## config.mk

```make
export PLATFORM = sky130hd
export DESIGN_NAME = lsb_message_extract_unit
export DESIGN_NICKNAME = d
export VERILOG_FILES = /design/src/hdl/lme_pkg.sv /design/src/hdl/lme_core.sv /design/src/hdl/lsb_message_extract_unit.sv
export SDC_FILE = /design/constraint.sdc
export NUM_CORES = 1
export LEC_CHECK = 0
export BUFFER_PORTS_ARGS = -buffer_cell sky130_fd_sc_hd__buf_4
export CAP_MARGIN = 15
export CORE_ASPECT_RATIO = 0.7
export CORE_MARGIN = 2
export CORE_UTILIZATION = 50
export DETAILED_ROUTE_END_ITERATION = 12
export PLACE_DENSITY = 0.72
export SLEW_MARGIN = 20
export SYNTH_ARGS = -nofsm -noshare
export SYNTH_HDL_FRONTEND = slang
export SYNTH_SLANG_ARGS = --single-unit
```

## constraint.sdc

```tcl
create_clock -name clk -period 8.49 [get_ports clk]
set_input_delay 2.1225 -clock clk [delete_from_list [all_inputs] [get_ports clk]]
set_output_delay 2.1225 -clock clk [all_outputs]
set_load 0.01 [all_outputs]
```

## src/hdl/lme_pkg.sv

```systemverilog
package lme_pkg;

  localparam int unsigned SampleW   = 8;
  localparam int unsigned PixCountW = 25;
  localparam int unsigned PixIdxW   = 24;
  localparam logic [7:0]  DelimChar = 8'h23;
  localparam logic [PixCountW-1:0] MaxPixels = 25'd16777216;

  // Each pixel yields at most one completed byte plus a two-entry flush.
  localparam int unsigned MaxResults = 3;
  localparam int unsigned ResCntW    = 2;

  // Result queue: depth is a power of two so that pointers wrap by themselves.
  localparam int unsigned PtrW     = 2;
  localparam int unsigned ResDepth = 1 << PtrW;

  typedef struct packed {
    logic       delim;
    logic       eom;
    logic       has;
    logic [7:0] data;
  } res_t;

endpackage

```

## src/hdl/lme_core.sv

```systemverilog
module lme_core
  import lme_pkg::*;
(
  input  logic                  clk,
  input  logic                  rst_n,
  input  logic                  take,
  input  logic [2:0]            rgb_bits,
  input  logic [PixIdxW-1:0]    last_pix,
  output res_t [MaxResults-1:0] res,
  output logic [ResCntW-1:0]    res_cnt
);

  logic [7:0]         acc_r, acc_nxt;
  logic [2:0]         bits_r, bits_nxt;
  logic [7:0]         h0_r, h0_nxt;
  logic [7:0]         h1_r, h1_nxt;
  logic [1:0]         hcnt_r, hcnt_nxt;
  logic [PixIdxW-1:0] pix_r, pix_nxt;
  logic               done_r, done_nxt;

  always_comb begin
    logic [7:0]         byte_v;
    logic [ResCntW-1:0] n;
    acc_nxt  = acc_r;
    bits_nxt = bits_r;
    h0_nxt   = h0_r;
    h1_nxt   = h1_r;
    hcnt_nxt = hcnt_r;
    done_nxt = done_r;
    pix_nxt  = pix_r;
    byte_v   = '0;
    n        = '0;
    res      = '0;

    // Red, green, blue in turn; a byte completes at most once per pixel.
    for (int c = 0; c < 3; c++) begin
      if (!done_nxt) begin
        acc_nxt = {acc_nxt[6:0], rgb_bits[2-c]};
        if (bits_nxt == 3'd7) begin
          byte_v   = acc_nxt;
          bits_nxt = '0;
          acc_nxt  = '0;
          if (hcnt_nxt[1]) begin
            if (h0_nxt == DelimChar && h1_nxt == DelimChar && byte_v == DelimChar) begin
              res[n].eom   = 1'b1;
              res[n].delim = 1'b1;
              n            = n + 1'b1;
              hcnt_nxt     = '0;
              h0_nxt       = '0;
              h1_nxt       = '0;
              done_nxt     = 1'b1;
            end else begin
              res[n].data = h0_nxt;
              res[n].has  = 1'b1;
              n           = n + 1'b1;
              h0_nxt      = h1_nxt;
              h1_nxt      = byte_v;
            end
          end else begin
            if (hcnt_nxt[0]) begin
              h1_nxt = byte_v;
            end else begin
              h0_nxt = byte_v;
            end
            hcnt_nxt = hcnt_nxt + 1'b1;
          end
        end else begin
          bits_nxt = bits_nxt + 1'b1;
        end
      end
    end

    // Last pixel of the image: flush what is held, then rearm.
    if (pix_r >= last_pix) begin
      if (!done_nxt) begin
        case (hcnt_nxt)
          2'd0: begin
            res[n].eom = 1'b1;
            n          = n + 1'b1;
          end
          2'd1: begin
            res[n].data = h0_nxt;
            res[n].has  = 1'b1;
            res[n].eom  = 1'b1;
            n           = n + 1'b1;
          end
          default: begin
            res[n].data = h0_nxt;
            res[n].has  = 1'b1;
            n           = n + 1'b1;
            res[n].data = h1_nxt;
            res[n].has  = 1'b1;
            res[n].eom  = 1'b1;
            n           = n + 1'b1;
          end
        endcase
      end
      acc_nxt  = '0;
      bits_nxt = '0;
      h0_nxt   = '0;
      h1_nxt   = '0;
      hcnt_nxt = '0;
      done_nxt = 1'b0;
      pix_nxt  = '0;
    end else begin
      pix_nxt = pix_r + 1'b1;
    end
    res_cnt = n;
  end

  always_ff @(posedge clk) begin
    if (!rst_n) begin
      acc_r  <= '0;
      bits_r <= '0;
      h0_r   <= '0;
      h1_r   <= '0;
      hcnt_r <= '0;
      pix_r  <= '0;
      done_r <= 1'b0;
    end else if (take) begin
      acc_r  <= acc_nxt;
      bits_r <= bits_nxt;
      h0_r   <= h0_nxt;
      h1_r   <= h1_nxt;
      hcnt_r <= hcnt_nxt;
      pix_r  <= pix_nxt;
      done_r <= done_nxt;
    end
  end

endmodule

```

## src/hdl/lsb_message_extract_unit.sv

```systemverilog
// Extracts a hidden message from the least significant bits of an RGB pixel
// stream: bit 0 of red, green and blue, in that order, builds bytes MSB first.
// The two most recent bytes are held back so that a "###" delimiter can be
// removed; the delimiter ends the message with a bare result that has
// delimiter_found set, and the remaining pixels of the image give nothing.
// After cfg pixel_count pixels (0 counts as 1, values above 2^24 as 2^24) the
// held bytes are flushed, the last one marked, and the next image starts.
// A pixel is taken every clock while results drain at one per clock; each
// pixel is decoded in the cycle it is accepted and its results are written
// to a four-entry result queue whose registered entries drive the output.
// Input is taken only while the queue holds at most one result, leaving
// room for three, so with the receiver ready a pixel that ends an image
// with two or three results pauses the input until the queue drains to one.
module lsb_message_extract_unit
  import lme_pkg::*;
(
  input  logic                 clk,
  input  logic                 rst_n,
  input  logic                 in_tvalid,
  output logic                 in_tready,
  input  logic [23:0]          in_tdata,   // red_value, green_value, blue_value
  output logic                 out_tvalid,
  input  logic                 out_tready,
  output logic [7:0]           out_tdata,  // message_byte
  output logic [1:0]           out_tuser,  // has_byte, delimiter_found
  output logic                 out_tlast,  // end_of_message
  input  logic                 cfg_valid,
  output logic                 cfg_ready,
  input  logic [PixCountW-1:0] cfg_data    // pixel_count
);

  logic [PixIdxW-1:0]    last_r;
  logic                  take;
  res_t [MaxResults-1:0] res;
  logic [ResCntW-1:0]    res_cnt;

  res_t              fifo_r [ResDepth];
  logic [PtrW-1:0]   wr_r, rd_r;
  logic [PtrW:0]     cnt_r;
  logic [ResCntW-1:0] push_n;
  logic              pop;

  assign cfg_ready = 1'b1;

  // Store the index of the last pixel of an image rather than the count.
  always_ff @(posedge clk) begin
    if (!rst_n) begin
      last_r <= '0;
    end else if (cfg_valid) begin
      if (cfg_data == '0) begin
        last_r <= '0;
      end else if (cfg_data > MaxPixels) begin
        last_r <= '1;
      end else begin
        last_r <= PixIdxW'(cfg_data - 1'b1);
      end
    end
  end

  assign in_tready = (cnt_r <= (PtrW+1)'(ResDepth - MaxResults));
  assign take      = in_tvalid & in_tready;

  lme_core u_core (
    .clk      (clk),
    .rst_n    (rst_n),
    .take     (take),
    .rgb_bits ({in_tdata[0], in_tdata[8], in_tdata[16]}),
    .last_pix (last_r),
    .res      (res),
    .res_cnt  (res_cnt)
  );

  assign push_n     = take ? res_cnt : '0;
  assign out_tvalid = (cnt_r != '0);
  assign pop        = out_tvalid & out_tready;

  always_ff @(posedge clk) begin
    for (int i = 0; i < MaxResults; i++) begin
      if (ResCntW'(i) < push_n) begin
        fifo_r[wr_r + PtrW'(i)] <= res[i];
      end
    end
  end

  always_ff @(posedge clk) begin
    if (!rst_n) begin
      wr_r  <= '0;
      rd_r  <= '0;
      cnt_r <= '0;
    end else begin
      wr_r  <= wr_r + PtrW'(push_n);
      rd_r  <= rd_r + PtrW'(pop);
      cnt_r <= cnt_r + (PtrW+1)'(push_n) - (PtrW+1)'(pop);
    end
  end

  assign out_tdata = fifo_r[rd_r].data;
  assign out_tuser = {fifo_r[rd_r].delim, fifo_r[rd_r].has};
  assign out_tlast = fifo_r[rd_r].eom;

endmodule

```

==> results of run 1 <==
==> stage by stage <==
stage                     hold WS, ns  worst slack, ns  total power, µW  utilization, %
after floorplan                 0.454             1.82             1070               -
after global placement          0.481             1.33             1250            53.8
after detailed placement        0.495             1.26             1250            53.8
after CTS                       0.504             1.71             1970            56.5
after global routing            0.535             1.22             2060            56.5
final                           0.498             1.53             1980            56.5
==> cells by family after synthesis <==
group                      share of synthesized area [%]
other                                             0.0347
AOI/OAI and AO/OA                                   24.2
and+or+nand+nor                                     21.1
DFF                                                 27.8
adders and majority gates                           5.88
muxes                                               11.7
buffers and inverters                               5.42
xor gates and xnor gates                            3.89
==> registers in the layout, summed over array words and instances, names as in the netlist, 3 cells and up <==
register / cells
last_r: 24
u_core.pix_r: 24
cnt_r: 3
u_core.h0_r: 8
u_core.acc_r: 7
fifo_r: 44
u_core.bits_r: 3
u_core.h1_r: 8
==> power groups by stage <==
stage,combinational [µW],clock (µW),sequential [µW]
after floorplan,377,0,694
after global placement,516,0,733
after detailed placement,519,0,733
after CTS,523,726,720
after global routing,581,757,727
final,535,721,721
==> layout make-up <==
class,instances,area [µm²]
inverters,61,229
flip-flops and latches,128,3000
fillers,1908,9130
repair buffers,64,480
multi-input cells,1018,7230
well taps,276,345
clock buffers,18,439
clock inverters,14,120
==> worst min-delay path, cell delays in order, from the launching register on <==
cell and delay, ns:
dfxtp_1 0.33, nand2_1 0.06, a21boi_0 0.06
==> layer usage <==
| metal | wire length [µm] | track usage (%) | vias to the layer above |
|---|---|---|---|
| met4 | 1190 | 11.5 | 0 |
| met2 | 14500 | 45.6 | 653 |
| li1 | - | - | 4859 |
| met5 | 0 | 0 | - |
| met3 | 4200 | 7.81 | 105 |
| met1 | 16800 | 48.4 | 5088 |
==> cell usage in the layout (no fill, tap or decap), drive strengths merged, types with 6 or more instances in the layout <==
cell,instances
mux2i,91
ha,46
or4,7
and2,24
o22a,6
o21ai,98
a21o,11
a31oi,24
nand2,112
xor2,29
nand3b,6
nor4,14
or3,11
o221ai,14
nor2b,33
a211o,7
edfxtp,44
and3,15
a22oi,37
nand3,47
nand2b,8
nor2,86
a211oi,13
a32oi,9
a21oi,50
a21boi,7
mux2,9
mux4,11
clkbuf,18
nand4,18
o211ai,8
a22o,8
xnor2,19
dfxtp,84
nor3,25
buf,64
o22ai,29
inv,70
==> path summary, 6_finish.rpt <==
kind / endpoint / slack, ns
setup / recovery: fifo_r[3][4]$_DFFE_PP_ / 1.53
hold / removal: u_core.bits_r[2]$_SDFFE_PN0P_ / 0.50
setup reg to reg: fifo_r[1][10]$_DFFE_PP_ / 1.54
hold reg to reg: u_core.bits_r[2]$_SDFFE_PN0P_ / 0.50
==> results.py, run 1 <==
metrics = {
    "setup_path": {
        "path_buf_inv": 5,
        "required_ns": 8.65,
        "crit_chain": "buf_4 -> nor4bb_1 -> buf_4 -> and3_1 -> nand2_1 -> nor2_1 -> nor2_1 -> o22a_1 -> ha_1 -> ha_1 -> nand2_1 -> nor2_1 -> nand2_2 -> nand2_1 -> o21ai_0 -> inv_1 -> ha_1 -> inv_1 -> nand4_1 -> a31o_2 -> inv_2 -> or2_1 -> mux2i_1 -> mux2i_1",
        "cp_top_family": "simple AND/OR/NAND/NOR gates",
        "worst_r2r_startpoint": "u_core.bits_r[0]$_SDFFE_PN0P_",
        "cp_slowest_cell": "or2_1",
        "crit_start": "in_tdata[0]",
        "r2r_cells": 18,
        "path_depth": 24,
        "max_stage_delay_ns": 0.61,
        "crit_fanout": 12,
        "cp_data_arrival_time_ns": 7.12,
        "crit_path_end_kind": "flop",
        "critPathLaunchType": "primary input",
        "critPathKind": "in -> reg",
    },
    "sta": {
        "max_freq_mhz": 144,
        "hold_violations": 0,
        "period_share_pct": 82.0,
        "rsz0062_at_grt": "no",
        "min_period_ns": 6.96,
        "slew_headroom_pct": 17.9,
        "setup_viol": 0,
        "tightest_slew_ns": 1.23,
        "slew_viol_final": 0,
        "fin_setup_tns_ns": 0,
        "finalClockSkew_ns": 0.0121,
    },
    "global_route": {
        "grt_pass1_vias": 9912,
        "grt_overflow": 0,
        "track_usage_pct": 32.5,
        "grt_pass1_wl_um": 57800,
        "grt_max_degree": 64,
        "antenna_found_initial": 0,
    },
    "outcome": {
        "outcome": "completed",
    },
    "final_layout": {
        "syn_to_final_growth_pct": 9.61,
        "diodes": 0,
        "drive_gt1_share_pct": 12.3,
        "stdcell_count": 1579,
        "fin_area_um2": 11800,
        "nets": 1391,
    },
    "power": {
        "switchingPower_uw": 715,
        "comb_power_share_pct": 27.0,
        "power_frac_clock_pct": 36.5,
        "peakVddDrop_v": 0.000152,
        "swShare_pct": 36.2,
        "intPower_uw": 1260,
        "p_per_area_nw_per_um2": 167,
        "p_leak_uw": 0.00478,
        "pwr-share-seq_pct": 36.5,
    },
    "synthesis": {
        "yosysUniqueCellTypes": 104,
        "synth_nets": 1388,
        "yosysTopAreaCell": "dfxtp_1",
        "synth_area_um2": 10800,
        "synthTopCellsByCount": "nand2_1, o21ai_0, mux2i_1",
        "synthTopCellsByArea": "dfxtp_1, edfxtp_1, mux2i_1",
        "synth_edf_count": 44,
        "syn_inst": 1287,
        "syn_area_per_cell_um2": 8.40,
        "synth.top_cell.area_share_pct": 15.6,
        "async_reset_ff_share_pct": 0,
        "synth.most_common_cell": "nand2_1",
        "yosysSeqAreaShare_pct": 27.8,
        "synth-seq-cells": 128,
        "yosys_most_used_dff": "dfxtp_1",
        "yosysWarnings": 0,
    },
    "placed_design": {
        "hpwl_um": 27600,
        "place_inst": 1547,
        "finalWeightedCongestion": 0.994,
        "placed_cell_area_um2": 11300,
        "portBuffers": 45,
    },
    "floorplan": {
        "start_util_pct": 51.5,
        "dieArea_um2": 22800,
        "dieWidth_um": 180,
        "rows": 44,
        "die_y_um": 127,
        "num_io_pins": 68,
        "core_area_um2": 21000,
    },
    "worst_hold_path": {
        "holdPathStages": 2,
        "min_from": "u_core.bits_r[2]$_SDFFE_PN0P_",
        "hold_path.class": "reg -> reg",
    },
    "drt": {
        "routed_wl_um": 36800,
        "drtIter0Drc": 1514,
        "vias": 10700,
        "vias_per_cell": 6.78,
        "postRouteAntennaNets": 0,
        "drt_drc_violations_left": 0,
        "first_pass_iters": 6,
        "wl_per_cell_um": 23.3,
    },
    "clock_network": {
        "h-tree-depth": 4,
        "path_clk_slew_ns": 0.06,
        "post-cts-setup-buffers": 0,
        "clock_sinks": 128,
        "cts-resized-gates": 0,
        "max-clock-path-buffers": 2,
        "cts_tree": "done",
        "clock_latency_ns": 0.45,
        "cts_buffers": 17,
        "hold_buffers": 0,
        "cts_root_buf": "clkbuf_16",
    },
    "job": {
        "cap_violations": 0,
    },
}
Note: power is estimated with default switching activity, not from simulation.
==> inputs of run 2 (changes only) <==
==> constraint.sdc (replaced) <==
create_clock -name clk -period 7.2 [get_ports clk]
set_input_delay 1.8 -clock clk [delete_from_list [all_inputs] [get_ports clk]]
set_output_delay 1.8 -clock clk [all_outputs]
set_load 0.01 [all_outputs]
==> results.py, run 2 (synthesized netlist as in run 1, its figures left out) <==
metrics = {
    "sta": {
        "slew_viol_final": 0,
        "slew_headroom_pct": 26.1,
        "min_period_ns": 6.75,
        "finalClockSkew_ns": 0.0114,
        "holdWs_ns": 0.489,
        "max_freq_mhz": 148,
        "period_share_pct": 93.7,
        "rsz0062_at_grt": "no",
        "fin_setup_tns_ns": 0,
        "tightest_slew_ns": 1.11,
        "hold_violations": 0,
        "setup_viol": 0,
    },
    "clock_network": {
        "hold_buffers": 0,
        "cts-resized-gates": 0,
        "path_clk_slew_ns": 0.06,
        "h-tree-depth": 4,
        "cts_root_buf": "clkbuf_16",
        "max-clock-path-buffers": 2,
        "clock_sinks": 128,
        "post-cts-setup-buffers": 0,
        "clock_latency_ns": 0.43,
        "cts_buffers": 17,
        "cts_tree": "done",
    },
    "global_route": {
        "grt_overflow": 0,
        "grt_max_degree": 64,
        "track_usage_pct": 32.0,
        "antenna_found_initial": 0,
        "grt_pass1_vias": 9911,
        "grt_pass1_wl_um": 56900,
    },
    "setup_path": {
        "critPathLaunchType": "primary input",
        "cpMostUsedCell": "nor2_1",
        "max_stage_delay_ns": 0.59,
        "cp_slowest_cell": "nor4bb_1",
        "crit_path_end_kind": "flop",
        "critPathKind": "in -> reg",
        "required_ns": 7.36,
        "crit_fanout": 10,
        "crit_chain": "buf_4 -> nor4bb_1 -> and3_1 -> nand2_1 -> nor2_1 -> nor2_1 -> o22a_1 -> ha_1 -> ha_1 -> nand2_1 -> nor2_1 -> nand2_2 -> xnor2_1 -> ha_1 -> nand3_1 -> o2bb2ai_1 -> a21oi_1 -> nor2_1 -> o22ai_1 -> mux2i_1 -> mux2i_1",
        "cp_data_arrival_time_ns": 6.90,
    },
    "placed_design": {
        "hpwl_um": 27900,
        "finalWeightedCongestion": 1.01,
        "place_inst": 1569,
        "portBuffers": 45,
    },
    "floorplan": {
        "start_util_pct": 51.5,
        "num_io_pins": 68,
        "dieArea_um2": 22800,
        "die_y_um": 127,
        "rows": 44,
        "dieWidth_um": 180,
        "core_area_um2": 21000,
    },
    "drt": {
        "first_pass_iters": 6,
        "drt_drc_violations_left": 0,
        "drtIter0Drc": 1499,
        "vias_per_cell": 6.68,
        "routed_wl_um": 36600,
        "wl_per_cell_um": 22.9,
        "postRouteAntennaNets": 0,
        "vias": 10700,
    },
    "outcome": {
        "outcome": "completed",
    },
    "final_layout": {
        "final_cell_mix": "nand2_1, o21ai_0, mux2i_1",
        "top_regs": "fifo_r (44), last_r (24), u_core.pix_r (24)",
        "nets": 1413,
        "largest_register_ff_count": 44,
        "top_register": "fifo_r",
        "fill_cells": 1864,
        "syn_to_final_growth_pct": 11.0,
        "regArea_um2": 3000,
        "final_common_cell": "nand2_1",
        "drive_gt1_share_pct": 13.7,
        "diodes": 0,
        "multi_input_area_um2": 7240,
        "stdcell_count": 1601,
    },
    "power": {
        "power_uw": 2280,
        "peakVddDrop_v": 0.000203,
        "p_leak_uw": 0.00488,
        "p_per_area_nw_per_um2": 190,
    },
    "job": {
        "cap_violations": 0,
    },
    "worst_hold_path": {
        "hold_path.class": "reg -> reg",
    },
}
## run 2: cell types whose count changed in the layout (fill, tap and decap cells not counted)
cell	before	now
clkbuf_1	0	1
clkinv_1	0	1
clkbuf_8	1	0
buf_4	64	86
clkinv_4	1	2
nor4b_2	2	3
inv_6	6	3
nor4b_1	3	2
clkinv_2	0	2
clkinvlp_4	4	3
## run 2: path summary, 6_finish.rpt
kind                                 startpoint  slack [ns]                             to  depth (start not counted)
hold reg to reg   u_core.bits_r[2]$_SDFFE_PN0P_        0.49  u_core.bits_r[2]$_SDFFE_PN0P_                          2
hold / removal    u_core.bits_r[2]$_SDFFE_PN0P_        0.49  u_core.bits_r[2]$_SDFFE_PN0P_                          2
setup / recovery                    in_tdata[0]        0.45         fifo_r[3][2]$_DFFE_PP_                         21
setup reg to reg  u_core.bits_r[1]$_SDFFE_PN0P_        0.87         fifo_r[3][2]$_DFFE_PP_                         17
## run 2: through the flow
step | util, % | setup WS (ns) | cell area (µm²)
global route | 57.2 | 0.322 | 12000
global placement | 54.6 | 0.400 | 11500
finish | 57.2 | 0.453 | 12000
CTS | 57.2 | 0.747 | 12000
detailed placement | 54.6 | 0.287 | 11500
floorplan | - | 0.855 | 10800
## run 2: layout make-up
type / count / area share (%)
Sequential cell: 128 / 25.0
Multi-Input combinational cell: 1018 / 60.3
Clock buffer: 18 / 3.58
Inverter: 61 / 1.91
Clock inverter: 14 / 0.907
Tap cell: 276 / 2.88
Timing Repair Buffer: 86 / 5.38
## run 2: worst max-delay path: cells and delay by family
family,cells,cell delay (ns)
compound gates,4,1.46
xor+xnor,1,0.26
buf+inv,1,0.16
simple gates,10,2.10
mux,2,0.37
fa+ha+maj,3,0.73
## run 2: layer usage
layer  track usage [%]  up-vias  part of all wire, %
met5                 0        -                    0
met4              11.0        0                  3.0
met3              11.0       93                   13
met2              45.3      645                   39
met1              45.4     5061                   44
li1                  -     4903                    -
## run 2: report_power, final
part / total (µW) / internal, µW / switching [µW]
Clock: 805 / 446 / 360
Combinational: 623 / 253 / 370
Sequential: 851 / 781 / 70.9
